File: config.mk
export PLATFORM = sky130hd
export DESIGN_NAME = spq_cmp
export DESIGN_NICKNAME = d
export VERILOG_FILES = /design/src/sv/spq_pkg.sv /design/src/sv/spq_cmp.sv
export SDC_FILE = /design/constraint.sdc
export NUM_CORES = 1
export LEC_CHECK = 0
export ABC_CLOCK_PERIOD_IN_PS = 2300
export BUFFER_PORTS_ARGS = -buffer_cell sky130_fd_sc_hd__buf_2
export CAP_MARGIN = 20
export CORE_AREA = 4 4 98 100
export DETAILED_ROUTE_END_ITERATION = 7
export DIE_AREA = 0 0 102 104
export PLACE_DENSITY = 0.55
export SLEW_MARGIN = 10
export SYNTH_ARGS = -nofsm -noshare
export SYNTH_HDL_FRONTEND = slang
export SYNTH_SLANG_ARGS = --single-unit
File: constraint.sdc
create_clock -name vclk -period 2.3
set_input_delay 0.23 -clock vclk [all_inputs]
set_output_delay 0.23 -clock vclk [all_outputs]
set_load 0.005 [all_outputs]
File: src/sv/spq_pkg.sv
// ----------------------------------------------------------------------------
// spq_pkg
// Types, sizes and codes shared by the stable min priority queue.
// ----------------------------------------------------------------------------
`default_nettype none

package spq_pkg;

  localparam int CAPACITY = 64;
  localparam int IDX_W    = $clog2(CAPACITY);
  localparam int CNT_W    = $clog2(CAPACITY + 1);
  localparam int KID_W    = IDX_W + 2;

  localparam logic ACT_PUT = 1'b0;
  localparam logic ACT_GET = 1'b1;

  localparam logic [1:0] ST_DELIVERED = 2'd0;
  localparam logic [1:0] ST_EMPTY     = 2'd1;
  localparam logic [1:0] ST_FULL      = 2'd2;

  // pkey is the priority with its sign bit inverted, so that unsigned order
  // of {pkey, stamp} is the service order.
  typedef struct packed {
    logic [31:0] tag;
    logic [31:0] value;
    logic [31:0] pkey;
    logic [31:0] stamp;
  } entry_t;

  localparam int ENTRY_W = $bits(entry_t);

endpackage

`default_nettype wire

File: src/sv/spq_cmp.sv
// ----------------------------------------------------------------------------
// spq_cmp
// Shared ordering compare: priority key first, arrival stamp on a tie.
// ----------------------------------------------------------------------------
`default_nettype none

module spq_cmp
  import spq_pkg::*;
(
  input  wire entry_t a,
  input  wire entry_t b,
  output logic        a_first
);

  assign a_first = {a.pkey, a.stamp} < {b.pkey, b.stamp};

endmodule

`default_nettype wire

==> flow_summary.json, run 1 <==
{
  "status": "finished, final reports clean",
  "io_pins": 257,
  "grt_pass1_wl_um": 7631,
  "antenna_found_initial": 2,
  "holdPathStages": 5,
  "crit_type": "in -> out",
  "path_max_fanout": 3,
  "grt_use_met3_pct": 1.945,
  "numPortBuffers": 129,
  "hold_slack_ns": 0.9685,
  "final_area_um2": 2424,
  "use_met1_pct": 11.14,
  "num_vias": 1943,
  "max-cap-violations": 0,
  "ir_drop_v": 0.00005314,
  "dp.cells": 467,
  "final.setup.worst_slack_ns": 0.1192,
  "power.leakage_nw": 1.532,
  "initial_utilization_pct": 18.34,
  "final.period_utilization_pct": 94.82,
  "fin_cells": 469,
  "dp_hpwl_um": 4890,
  "die_h_um": 104,
  "drv_slew": 0,
  "synth.distinct_cells": 30,
  "hold_viol_final": 0,
  "worstPathArrival_ns": 1.95,
  "overflow": 0,
  "postRouteAntennaNets": 0,
  "mappedNetlistNets": 547,
  "drcViolationCount": 0,
  "drt-initial-drc-count": 14,
  "dpl_cell_area_um2": 2387,
  "start_kind": "input pin",
  "setup-violations-final": 0,
  "track_usage_pct": 8.334,
  "syn-cell-area_um2": 1592,
  "final_nets": 681,
  "hold_class": "in -> out",
  "final_cell_mix": "buf_2 (129), inv_1 (64), ha_1 (62)",
  "regArea_um2": 0,
  "syn_to_final_growth_pct": 52.28,
  "drive_above_1_share_pct": 38.89,
  "clock.fmax_mhz": 458.6,
  "grt_pass1_vias": 1820,
  "seq_cells": 0,
  "syn-instance-count": 228,
  "routabilityCongestion": 0.7641,
  "max_slew_margin_pct": 74.05,
  "core_area_um2": 8678,
  "yosys.area.top_type": "ha_1",
  "n_clock_buffer": 0,
  "synthTopCellsByArea": "ha_1 (50%), inv_1 (15%), a21oi_1 (8.2%)",
  "grtUsageMet2_pct": 14.39,
  "required_ns": 2.07,
  "pre_cts_slack_ns": -0.02646,
  "drt_wl_total_um": 5068,
  "grt_busiest_layer": "met2",
  "drt_pass1_iterations": 4,
  "wl_per_cell_um": 10.81,
  "ys_seq_area_share_pct": 0,
  "yosys_warnings": 0,
  "mostFrequentLayoutCell": "buf_2",
  "fill_cells": 1008,
  "synth_top_area_share_pct": 49.53,
  "syn_area_per_cell_um2": 6.980,
  "tightest_slew_ns": 0.3862,
  "fin_crit_ns": 2.181,
  "grt_max_degree": 4,
  "fp.dieArea_um2": 10610,
  "powerDensity_nw_per_um2": 150.0,
  "hold_start": "a[62]",
  "die-width_um": 102,
  "row_count": 34,
  "cp-end-kind": "primary output",
  "via_per_inst": 4.143,
  "min_to": "a_first"
}
-- cell families after synthesis --
family	share of synthesized area [%]
adder cells (fa/ha/maj)	49.53
AO/OA/AOI/OAI	18.32
AND/OR/NAND/NOR	17.06
buffers and inverters	15.09
-- critical path, stage by stage --
cell and delay [ns]:
buf_2 0.08, inv_1 0.03, ha_1 0.30, nand4_1 0.14, nor4_2 0.34, a22oi_1 0.14
o211ai_1 0.12, a31oi_1 0.07, buf_4 0.14, o31a_1 0.23, buf_2 0.13
-- report_power, final --
group          switching, W      internal, W        total (W)
sequential                0                0                0
clock                     0  0.0000000000581  0.0000000000581
combinational      0.000170         0.000194         0.000364
total              0.000170         0.000194         0.000364
-- cell type report --
cell class	instances	area, um2	share of cell area (%)
Antenna cell	1	2.502	0.1033
Multi-Input combinational cell	164	1378	56.84
Tap cell	108	135.1	5.576
Timing Repair Buffer	132	668.1	27.57
Inverter	64	240.2	9.912
-- worst max-delay path by stage --
stage | depth (start not counted) | from | to
6_report | 11 | b[30] | a_first
5_1_grt | 11 | b[30] | a_first
4_1_cts | 11 | b[30] | a_first
3_5_place_dp | 9 | a[1] | a_first
3_3_place_gp | 9 | a[1] | a_first
2_1_floorplan | 8 | b[38] | a_first
-- Yosys cell counts, drive strengths merged --
cell type	instances
a2111oi	1
a211oi	2
a21o	2
a21oi	26
a221o	1
a22oi	1
a31oi	2
a32oi	1
and3	1
and4	4
ha	63
inv	64
nand2	20
nand2b	2
nand3	7
nand4	6
nand4b	1
nor2	8
nor3	1
nor4	2
o211ai	1
o21a	1
o21ai	9
o31a	1
o32a	1
-- what timing repair did --
item	in CTS	in global routing
gates resized for setup	1	4
hold buffers	0	0
endpoints found under the setup margin	1	1
gates cloned	0	0
setup buffers	0	1
pin swaps	0	4
-- metal layers --
metal / wire length [um] / up-vias
li1: - / 1052
met1: 2138 / 799
met2: 2229 / 88
met3: 674 / 2
met4: 5 / 2
met5: 20 / -
-- metrics by stage --
stage           TNS, ns  util [%]  total power [W]
3_5_place_dp   -0.02646     27.51        0.0003623
3_3_place_gp          0     27.51        0.0003515
2_1_floorplan         0         -        0.0001916
4_1_cts               0     27.52        0.0003658
5_1_grt        -0.01437     27.93        0.0004279
6_report              0     27.93        0.0003636
(Power assumes the default switching activity.)
==> run 2, diff against run 1 <==
--- a/config.mk
+++ b/config.mk
@@ -5,14 +5,14 @@
 export SDC_FILE = /design/constraint.sdc
 export NUM_CORES = 1
 export LEC_CHECK = 0
+export ABC_AREA = 1
 export ABC_CLOCK_PERIOD_IN_PS = 2300
 export BUFFER_PORTS_ARGS = -buffer_cell sky130_fd_sc_hd__buf_2
 export CAP_MARGIN = 20
 export CORE_AREA = 4 4 98 100
 export DETAILED_ROUTE_END_ITERATION = 7
 export DIE_AREA = 0 0 102 104
-export PLACE_DENSITY = 0.55
-export SLEW_MARGIN = 10
+export PLACE_DENSITY = 0.69
 export SYNTH_ARGS = -nofsm -noshare
 export SYNTH_HDL_FRONTEND = slang
 export SYNTH_SLANG_ARGS = --single-unit
==> flow_summary.json, run 2 <==
{
  "row_count": 34,
  "die_h_um": 104,
  "ir_drop_v": 0.00004638,
  "fin_crit_ns": 1.797,
  "cp_slowest_cell": "ha_1",
  "numPortBuffers": 129,
  "start_kind": "input pin",
  "path_depth": 10,
  "grt_max_degree": 4,
  "grt_pass1_wl_um": 7272,
  "track_usage_pct": 7.943,
  "slowest_delay_ns": 0.29,
  "dp.cells": 499,
  "fin_cells": 499,
  "synthTopCellsByCount": "inv_1 (73), ha_1 (63), nand2_1 (51)",
  "drt_wl_total_um": 4878,
  "tightest_slew_ns": 0.2567,
  "setup_tns_ns": 0,
  "sw_frac_of_total_pct": 48.56,
  "path_max_fanout": 2,
  "drcViolationCount": 0,
  "postRouteAntennaNets": 0,
  "crit_buf_inv": 2,
  "dp_hpwl_um": 4801,
  "io_pins": 257,
  "hold_slack_ns": 1.056,
  "holdPathStages": 8,
  "core_area_um2": 8678,
  "final_area_um2": 2439,
  "crit_type": "in -> out",
  "drt-initial-drc-count": 13,
  "fill_cells": 936,
  "ys_seq_area_share_pct": 0,
  "dpl_cell_area_um2": 2439,
  "antenna_found_initial": 0,
  "min_to": "a_first",
  "hold_viol_final": 0,
  "yosysMostFrequentCell": "inv_1",
  "hold_start": "a[63]",
  "final_cell_mix": "buf_2 (129), inv_1 (73), ha_1 (63)",
  "yosys_warnings": 0,
  "overflow": 0,
  "fp.dieArea_um2": 10610,
  "initial_utilization_pct": 19.10,
  "seqPwrFrac_pct": 0,
  "p_int_w": 0.0001885,
  "syn_to_final_growth_pct": 47.09,
  "synth.distinct_cells": 18,
  "yosys.area.top_type": "ha_1",
  "mappedNetlistNets": 581,
  "status": "finished, final reports clean",
  "synthTopCellsByArea": "ha_1 (48%), inv_1 (17%), nand2_1 (12%)",
  "syn-cell-area_um2": 1658,
  "drive_above_1_share_pct": 35.29,
  "via_per_inst": 4.012,
  "routabilityCongestion": 0.7357,
  "n_clock_buffer": 0,
  "grt_pass1_vias": 1919,
  "rsz0062_at_grt": "no",
  "power.leakage_nw": 1.628,
  "post_cts_resized": 0,
  "die-width_um": 102,
  "mostFrequentLayoutCell": "buf_2",
  "crit_path_cell_trace": "buf_2 -> ha_1 -> a21oi_1 -> o21ai_1 -> nand2_1 -> nand3_1 -> a21oi_1 -> nand2_1 -> a21oi_2 -> buf_2",
  "max_slew_margin_pct": 82.88,
  "final.period_utilization_pct": 78.15,
  "clock.fmax_mhz": 556.3,
  "final_nets": 712,
  "crit_family": "compound AO/OA/AOI/OAI gates",
  "antenna_cells": 0,
  "synth_top_area_share_pct": 47.55,
  "seq_cells": 0,
  "post-cts-setup-buffer-count": 0,
  "power.share.clock_pct": 0,
  "setup-violations-final": 0,
  "num_vias": 2002,
  "syn_area_per_cell_um2": 6.328,
  "p_comb_share_pct": 100.0,
  "powerDensity_nw_per_um2": 150.3,
  "drv_slew": 0,
  "required_ns": 2.07,
  "power_w": 0.0003664,
  "cp-end-kind": "primary output",
  "syn-instance-count": 262,
  "wl_per_cell_um": 9.776,
  "hold_class": "in -> out",
  "p_sw_w": 0.0001779,
  "drt_pass1_iterations": 3,
  "max-cap-violations": 0,
  "worstPathArrival_ns": 1.57,
  "regArea_um2": 0,
  "hold_buffers": 0
}
[run 2: kinds of logic (layout without fill, tap and decap cells)]
group / Yosys count / count (layout) / share of synthesized area, %
compound gates: 44 / 44 / 14.79
buf+inv: 75 / 204 / 16.98
fa+ha+maj: 63 / 63 / 47.55
simple gates: 80 / 80 / 20.68
[run 2: tightest hold or removal path, delay by kind of cell]
| family | cells | cell delay [ns] |
|---|---|---|
| AO/OA/AOI/OAI | 4 | 0.21 |
| buffers and inverters | 2 | 0.20 |
| adder cells (fa/ha/maj) | 1 | 0.13 |
| AND/OR/NAND/NOR | 1 | 0.07 |
[run 2: worst max path at each step]
stage | endpoint | startpoint | slack, ns
floorplan | a_first | b[63] | 0.93
global placement | a_first | a[15] | 0.45
detailed placement | a_first | a[51] | 0.44
CTS | a_first | a[51] | 0.45
global route | a_first | a[51] | 0.24
finish | a_first | a[51] | 0.50
[run 2: layout make-up]
cell class	count	area, um2	area share, %
repair buffers	129	645.6	26.48
inverters	75	281.5	11.54
multi-input cells	187	1376	56.44
well taps	108	135.1	5.541
[run 2: stage by stage]
stage               utilization, %  setup slack [ns]
finish                       28.10            0.5026
global route                 28.10            0.2416
CTS                          28.10            0.4470
detailed placement           28.10            0.4411
global placement             28.10            0.4495
floorplan                        -            0.9262
[run 2: routing by layer]
metal / GRT usage (%) / share of wire (%) / vias to the layer above
li1: - / - / 1097
met1: 9.736 / 43 / 811
met2: 15.27 / 46 / 92
met3: 0.8048 / 11 / 2
met4: 0.3749 / 0.43 / 0
met5: 0 / 0 / -
[run 2: power groups by stage]
stage,Sequential (W),Clock (W),Combinational (W)
after floorplan,0,0,0.000206
after global placement,0,0,0.000361
after detailed placement,0,0,0.000374
after CTS,0,0,0.000377
after global routing,0,0,0.000432
final,0,0,0.000366
