$ cat src/sv/spq_ram.sv
// ----------------------------------------------------------------------------
// spq_ram
// Generic single write, single read RAM with registered read data.
// ----------------------------------------------------------------------------
`default_nettype none

module spq_ram #(
  parameter int WIDTH = 8,
  parameter int DEPTH = 16
) (
  input  wire logic                     clk,
  input  wire logic                     we,
  input  wire logic [$clog2(DEPTH)-1:0] waddr,
  input  wire logic [WIDTH-1:0]         wdata,
  input  wire logic [$clog2(DEPTH)-1:0] raddr,
  output logic      [WIDTH-1:0]         rdata
);

  logic [WIDTH-1:0] mem [DEPTH];

  always_ff @(posedge clk) begin
    if (we) begin
      mem[waddr] <= wdata;
    end
    rdata <= mem[raddr];
  end

endmodule

`default_nettype wire

$ cat config.mk
export PLATFORM = sky130hd
export DESIGN_NAME = spq_ram
export DESIGN_NICKNAME = d
export VERILOG_FILES = /design/src/sv/spq_ram.sv
export SDC_FILE = /design/constraint.sdc
export NUM_CORES = 1
export LEC_CHECK = 0
export BUFFER_PORTS_ARGS = -buffer_cell sky130_fd_sc_hd__buf_2
export CAP_MARGIN = 10
export CORE_ASPECT_RATIO = 1.2
export CORE_MARGIN = 5
export CORE_UTILIZATION = 45
export CTS_BUF_LIST = sky130_fd_sc_hd__clkbuf_4
export CTS_CLUSTER_DIAMETER = 40
export DETAILED_ROUTE_END_ITERATION = 12
export PLACE_DENSITY_LB_ADDON = 0.12
export SLEW_MARGIN = 5
export SYNTH_ARGS = -nofsm -noshare
export SYNTH_HDL_FRONTEND = slang
export SYNTH_SLANG_ARGS = --single-unit
$ cat constraint.sdc
create_clock -name clk -period 2.97 [get_ports clk]
set_clock_uncertainty 0.2 [all_clocks]
set_input_delay 0.4455 -clock clk [delete_from_list [all_inputs] [get_ports clk]]
set_output_delay 0.4455 -clock clk [all_outputs]
set_load 0.02 [all_outputs]
==> reports/results.md, run 1 <==
| Quantity | This run | Unit |
| --- | --- | --- |
| Height of the die | 127 | µm |
| Area contributors post-synth | sky130_fd_sc_hd__edfxtp_1 75%, sky130_fd_sc_hd__mux4_2 7.9%, sky130_fd_sc_hd__mux4_1 7.1% | - |
| Fmax | 553 | MHz |
| Global-route wire length before repair | 15.1 | mm |
| Maximum resistive drop on vdd | 0.398 | mV |
| Final Power | 3450 | µW |
| Basic-gate share of the synthesized area counting and, or, nand and nor cells | 3.18 | % |
| Max-slew violation count | 0 | - |
| Netlist Area Pre-Place | 5150 | µm² |
| Routed via count divided by cell count | 5.34 | - |
| Antenna violations before repair | 0 | - |
| Critical Path, Cell by Cell | buf_2 > or3b_2 > nor2_1 | - |
| Max Cap Violations | 0 | - |
| Run status | finished, final reports clean | - |
| Adder and majority cell fraction of the synthesized area | 0 | % |
| Beginning of the worst register-to-register path | mem[10][4]$_DFFE_PP_ | - |
| Worst slew margin relative to its limit | 42.6 | % |
| Register-to-Register Path Depth | 3 | - |
| Class of the tightest hold or removal check | in -> reg | - |
| Net Count, Synth | 247 | - |
| Clk sink count | 136 | - |
| Tot GR Track Use | 15.9 | % |
| Timing startpoint of the critical path | waddr[2] | - |
| Clock H-tree levels | 4 | - |
| Total number of vias | 2388 | - |
| Share of final-layout standard cells stronger than drive strength 1 | 29.4 | % |
| Worst stage delay on the critical path | 0.67 | ns |
| Worst-skew pair later-pin latency | 0.51 | ns |
| Predominant post-synthesis flop cell | sky130_fd_sc_hd__edfxtp_1 | - |
| Wirelength, routed | 9.83 | mm |
| Fraction of registers with async set/reset | 0 | % |
| Post-Synth XOR/XNOR Area | 0 | % |
| Iteration-0 DRC Markers | 172 | - |
| Share of synthesized area occupied by flip-flops and latches | 77.8 | % |
| Detail Placement HPWL | 6.33 | mm |
| Number of enable-type register cells in the synthesized netlist | 128 | - |
| Top cell type by total area after synthesis | sky130_fd_sc_hd__edfxtp_1 | - |
| Number of storage elements in the synthesis netlist | 136 | - |
| Fill cells | 951 | - |
| Worst-path maximum fanout | 8 | - |
| Time the final worst path needs with I/O delays and setup | 1.81 | ns |
| Category of the worst setup path launch point | input pin | - |
| Multiplexer area fraction after synthesis | 15.0 | % |
| Dominant combinational cell family by area after synthesis | multiplexers | - |
| Root buffer cell | sky130_fd_sc_hd__clkbuf_4 | - |
| Total leakage power | 0.00193 | µW |
| Slowest library cell on the worst path | sky130_fd_sc_hd__nor2_1 | - |
| Slew at the pin closest to its max-slew limit | 0.858 | ns |
| Routability-driven placement congestion ratio | 0.790 | - |
| Number of synthesis warnings | 0 | - |
| Critical Path RT | 2.91 | ns |
| Cts bufs inserted | 17 | - |
| Hold_buf cts | 0 | - |
| Synth top area share | 74.7 | % |
| Net count of the finished layout | 298 | - |
| Horizontal die dimension | 108 | µm |
| Congestion Overflow GR | 0 | - |
| Drt pass-1 iters | 4 | - |
| Post-CTS repair timing setup buffer count | 0 | - |
| Syn_area_per_cell | 22.5 | µm² |
| PortBufs | 25 | - |
| Routed wire per std cell | 22.0 | µm |
| Worst EP arrival | 1.75 | ns |
| Endpoint kind of the worst setup timing path | register | - |
| FP Rows | 42 | - |
| Count of distinct cell types in the synthesized netlist | 19 | - |
| Gate Count Post-Synth | 229 | - |
| Final hold slack | 0.121 | ns |
| Die Outline Area | 13700 | µm² |
| Core area | 11100 | µm² |
| Io pins | 26 | - |
| TritonCTS clock tree | built | - |
| Setup repair after global routing missed its margin | no | - |
| Maximum number of buffers from clock root to sink | 2 | - |
| Area fraction in compound gates after synthesis | 2.33 | % |
| Final-report setup violation count | 0 | - |
| # diodes | 0 | - |
| Initial standard-cell utilization of the core | 46.2 | % |
| Capturing element of the worst setup path | mem[3][5]$_DFFE_PP_ | - |
| Vias in the first global route | 2496 | - |
| Reg2Reg Capture Point | rdata[4]$_DFF_P_ | - |
| Total negative slack for setup checks | 0 | ns |
| DRC violation count after routing | 0 | - |
| # resized after CTS | 0 | - |
| Setup Crit Path Kind | in -> reg | - |
| Largest net degree at the start of global routing | 33 | - |
| Number of hold violations in the final report | 0 | - |
| Commonest cells post-synth | 128 x sky130_fd_sc_hd__edfxtp_1, 18 x sky130_fd_sc_hd__mux4_2, 16 x sky130_fd_sc_hd__a22oi_1, 14 x sky130_fd_sc_hd__mux4_1, 13 x sky130_fd_sc_hd__nor2_1 | - |
| Minimum setup slack among reg-to-reg paths | 1.41 | ns |
| PD cells | 597 | nW/µm² |
| Leading cell type by number of instances after synthesis | sky130_fd_sc_hd__edfxtp_1 | - |
| Antenna viol nets, final | 0 | - |
| Post-synthesis to final-layout area growth | 12.3 | % |
| Clock-pin slew on the worst setup and hold paths | 0.11 | ns |
| Post-route fraction of the period consumed by the critical path | 60.9 | % |
## metrics by stage
stage | cell area (µm²) | std cells | setup WS (ns) | util [%]
floorplan | 5150 | 229 | 0.832 | -
global placement | 5530 | 415 | 0.637 | 49.7
detailed placement | 5530 | 415 | 0.635 | 49.7
CTS | 5780 | 447 | 1.20 | 51.9
global route | 5780 | 447 | 1.18 | 51.9
finish | 5780 | 447 | 1.16 | 51.9
## placed cells by master, fill, tap and decap left out, drive strengths merged
cell type / n
edfxtp: 128
buf: 42
mux4: 32
clkbuf: 18
a22oi: 16
nor2: 13
clkinv: 11
nand2: 9
dfxtp: 8
nor3: 4
nand3b: 2
nand2b: 2
bufinv: 2
nor2b: 1
and2: 1
and2b: 1
nand3: 1
or3b: 1
clkinvlp: 1
## metal layers
layer | vias to the layer above | share of wire, % | routed length [µm] | GRT usage (%)
li1 | 1079 | - | - | -
met1 | 1227 | 43 | 4180 | 21.0
met2 | 72 | 52 | 5070 | 25.3
met3 | 10 | 4.4 | 436 | 4.49
met4 | 0 | 1.4 | 139 | 5.72
met5 | - | 0 | 0 | 0
## report_power, final
group,switching (µW),total (µW),internal (µW)
registers,12.0,2150,2140
logic,125,210,85.2
clock network,605,1090,483
total,743,3450,2710
## layout make-up
cell class | instances | area (µm²) | share of cell area [%]
Clock buffer | 18 | 135 | 2.34
Clock inverter | 14 | 114 | 1.97
Multi-Input combinational cell | 83 | 1060 | 18.3
Sequential cell | 136 | 4000 | 69.3
Tap cell | 154 | 193 | 3.33
Timing Repair Buffer | 42 | 278 | 4.81
## worst max-delay path, delay by kind of cell
family / cells / cell delay [ns]
AND/OR/NAND/NOR: 2 / 1.18
buffers and inverters: 1 / 0.12
## logic make-up after synthesis
family,Yosys count
simple gates,35
flops,136
buf+inv,10
compound gates,16
mux,32
## worst min path at each step
stage,start,to,slack (ns),depth (start not counted)
after floorplan,wdata[0],mem[0][0]$_DFFE_PP_,0.34,0
after global placement,mem[15][2]$_DFFE_PP_,rdata[2]$_DFF_P_,0.45,3
after detailed placement,mem[14][2]$_DFFE_PP_,rdata[2]$_DFF_P_,0.46,3
after CTS,wdata[1],mem[6][1]$_DFFE_PP_,0.07,1
after global routing,wdata[4],mem[2][4]$_DFFE_PP_,0.07,1
final,wdata[1],mem[6][1]$_DFFE_PP_,0.12,1
## sequential cells by signal (all words and copies together), names as in the netlist
register	cells
mem	128
rdata	8
No activity file was read; power rests on OpenSTA's default activity.
==> run 2: changes to the inputs <==
Clock period 2.97 ns to 1.75 ns, I/O delays scaled along.
==> reports/results.md, run 2 (synthesis gave the netlist of run 1 again) <==
| Quantity | This run | Unit | vs previous |
| --- | --- | --- | --- |
| Run status | finished, final reports clean | - |  |
| Height of the die | 127 | µm | unchanged |
| Routability-driven placement congestion ratio | 0.715 | - | -9.5% |
| Largest reg by FF count | mem | - |  |
| Worst stage delay on the critical path | 0.48 | ns | -0.19 ns |
| Fmax | 625 | MHz |  |
| Part of the power in combinational logic | 6.2 | % | about the same |
| Global-route wire length before repair | 15.4 | mm | +1.8% |
| FP Rows | 42 | - | unchanged |
| Setup Crit Path Kind | reg -> reg | - |  |
| # diodes | 0 | - | unchanged |
| Placed instance count | 428 | - | +3.1% |
| Vias in the first global route | 2573 | - | +3.1% |
| PD cells | 1050 | nW/µm² | +76% |
| Critical Path, Cell by Cell | mux4_2 > a22oi_1 > nand2_1 | - |  |
| Total leakage power | 0.00208 | µW | +7.9% |
| Maximum resistive drop on vdd | 0.454 | mV | +14% |
| Antenna violations before repair | 0 | - | unchanged |
| Worst EP arrival | 1.79 | ns | +0.04 ns |
| Post-route fraction of the period consumed by the critical path | 91.5 | % |  |
| Cts bufs inserted | 17 | - | unchanged |
| Post-synthesis to final-layout area growth | 17.9 | % |  |
| Wirelength, routed | 9.91 | mm | +0.85% |
| Commonest non-fill, non-tap cell in the layout | sky130_fd_sc_hd__edfxtp_1 | - |  |
| Worst-path maximum fanout | 1 | - | -7 |
| Tot GR Track Use | 15.9 | % | +0.041 points |
| Fill cells | 897 | - | -5.7% |
| Setup repair after global routing missed its margin | no | - |  |
| TritonCTS clock tree | built | - |  |
| Endpoint kind of the worst setup timing path | register | - |  |
| Net switching power of the design | 1270 | µW | +71% |
| Final Non-Filler Cells | 468 | - | +4.7% |
| Io pins | 26 | - | unchanged |
| Largest net degree at the start of global routing | 30 | - | -9.1% |
| Routed via count divided by cell count | 5.22 | - | -2.3% |
| Sequential cell fraction of total power | 57.3 | % | -5.1 points |
| Clock H-tree levels | 4 | - | unchanged |
| Number of hold violations in the final report | 0 | - | unchanged |
| Pre-CTS setup slack | -0.223 | ns | -0.858 ns |
| Max Cap Violations | 0 | - | unchanged |
| Time the final worst path needs with I/O delays and setup | 1.60 | ns |  |
| Maximum number of buffers from clock root to sink | 2 | - | unchanged |
| Final-report setup violation count | 0 | - | unchanged |
| Horizontal die dimension | 108 | µm | unchanged |
| Share of final-layout standard cells stronger than drive strength 1 | 32.8 | % | +3.5 points |
| Antenna viol nets, final | 0 | - | unchanged |
| Drt pass-1 iters | 4 | - | unchanged |
| Routed wire per std cell | 21.2 | µm | -3.7% |
| Die Outline Area | 13700 | µm² | unchanged |
| Slew at the pin closest to its max-slew limit | 0.767 | ns | -0.0906 ns |
| Post-CTS repair timing setup buffer count | 0 | - | unchanged |
| Minimum setup slack among reg-to-reg paths | 0.15 | ns | -1.26 ns |
| DRC violation count after routing | 0 | - | unchanged |
| Clock network fraction of design power | 36.6 | % | +5.1 points |
| Total number of vias | 2443 | - | +2.3% |
| Class of the tightest hold or removal check | in -> reg | - |  |
| Congestion Overflow GR | 0 | - | unchanged |
| Smallest setup slack after layout | 0.149 | ns | -1.01 ns |
| Clock-pin slew on the worst setup and hold paths | 0.11 | ns | about the same |
| Initial standard-cell utilization of the core | 46.2 | % | unchanged |
| Final core utilization | 54.5 | % | +2.6 points |
| Clk sink count | 136 | - | unchanged |
| Iteration-0 DRC Markers | 152 | - | -12% |
| Critical Path RT | 1.94 | ns | -0.97 ns |
| Switching power as a share of total power | 19.9 | % | -1.6 points |
| Biggest regs | mem (128), rdata (8) | - |  |
| Core area | 11100 | µm² | unchanged |
| Slowest library cell on the worst path | sky130_fd_sc_hd__mux4_2 | - |  |
| Worst slew margin relative to its limit | 48.8 | % | +6.1 points |
| Total internal power | 5110 | µW | +89% |
| Net count of the finished layout | 319 | - | +7.0% |
| Max-slew violation count | 0 | - | unchanged |
| Detail Placement HPWL | 6.44 | mm | +1.7% |
| Root buffer cell | sky130_fd_sc_hd__clkbuf_4 | - |  |
| Flip-flop count of the largest register after layout | 128 | - | unchanged |
| PortBufs | 25 | - | unchanged |
| Category of the worst setup path launch point | register | - |  |
| Worst-skew pair later-pin latency | 0.51 | ns | about the same |
| Most frequent cells in the layout | 128 x sky130_fd_sc_hd__edfxtp_1, 26 x sky130_fd_sc_hd__buf_4, 25 x sky130_fd_sc_hd__buf_2 | - |  |
-- run 2: final timing paths --
kind	from	to	depth (start not counted)
worst min register to register	mem[8][5]$_DFFE_PP_	rdata[5]$_DFF_P_	3
worst min-delay path	waddr[0]	mem[4][4]$_DFFE_PP_	3
worst max register to register	mem[11][0]$_DFFE_PP_	rdata[0]$_DFF_P_	3
worst max-delay path	mem[11][0]$_DFFE_PP_	rdata[0]$_DFF_P_	3
-- run 2: timing repair --
item / CTS / global route
hold endpoints to repair: 128 / 0
resized for setup: 0 / 0
hold buffers: 8 / 0
-- run 2: final cells by class --
class	instances	area [µm²]	share of cell area [%]
Sequential cell	136	4000	66.0
Clock inverter	12	180	2.97
Timing Repair Buffer	63	480	7.92
Tap cell	154	193	3.17
Multi-Input combinational cell	83	1060	17.5
Clock buffer	20	150	2.47
-- run 2: per-stage QoR --
| step | hold WS (ns) | area (µm²) | TNS [ns] | total power [µW] |
|---|---|---|---|---|
| global route | 0.0409 | 6070 | 0 | 6650 |
| CTS | 0.0405 | 6070 | 0 | 6470 |
| floorplan | 0.161 | 5150 | 0 | 3940 |
| finish | 0.0964 | 6070 | 0 | 6380 |
| detailed placement | 0.460 | 5660 | -0.807 | 4120 |
| global placement | 0.457 | 5660 | -0.752 | 4120 |
-- run 2: per-layer routing --
layer	part of all wire [%]	global-route usage (%)	routed length, µm	up-vias
met2	52	25.5	5110	70
met5	0	0	0	-
met3	4.7	5.15	467	4
li1	-	-	-	1119
met1	43	20.7	4270	1250
met4	0.65	5.13	64	0
-- run 2: power by group through the flow --
stage	Combinational (µW)	Sequential, µW	Clock (µW)
final	393	3650	2330
after detailed placement	390	3730	0
after CTS	405	3660	2400
after global routing	428	3660	2560
after floorplan	185	3750	0
after global placement	386	3730	0
-- run 2: worst max-delay path, delay by kind of cell (launching register included) --
kind / cells / cell delay [ns]
AO/OA/AOI/OAI: 1 / 0.32
flip-flops: 1 / 0.39
multiplexers: 1 / 0.48
AND/OR/NAND/NOR: 1 / 0.09
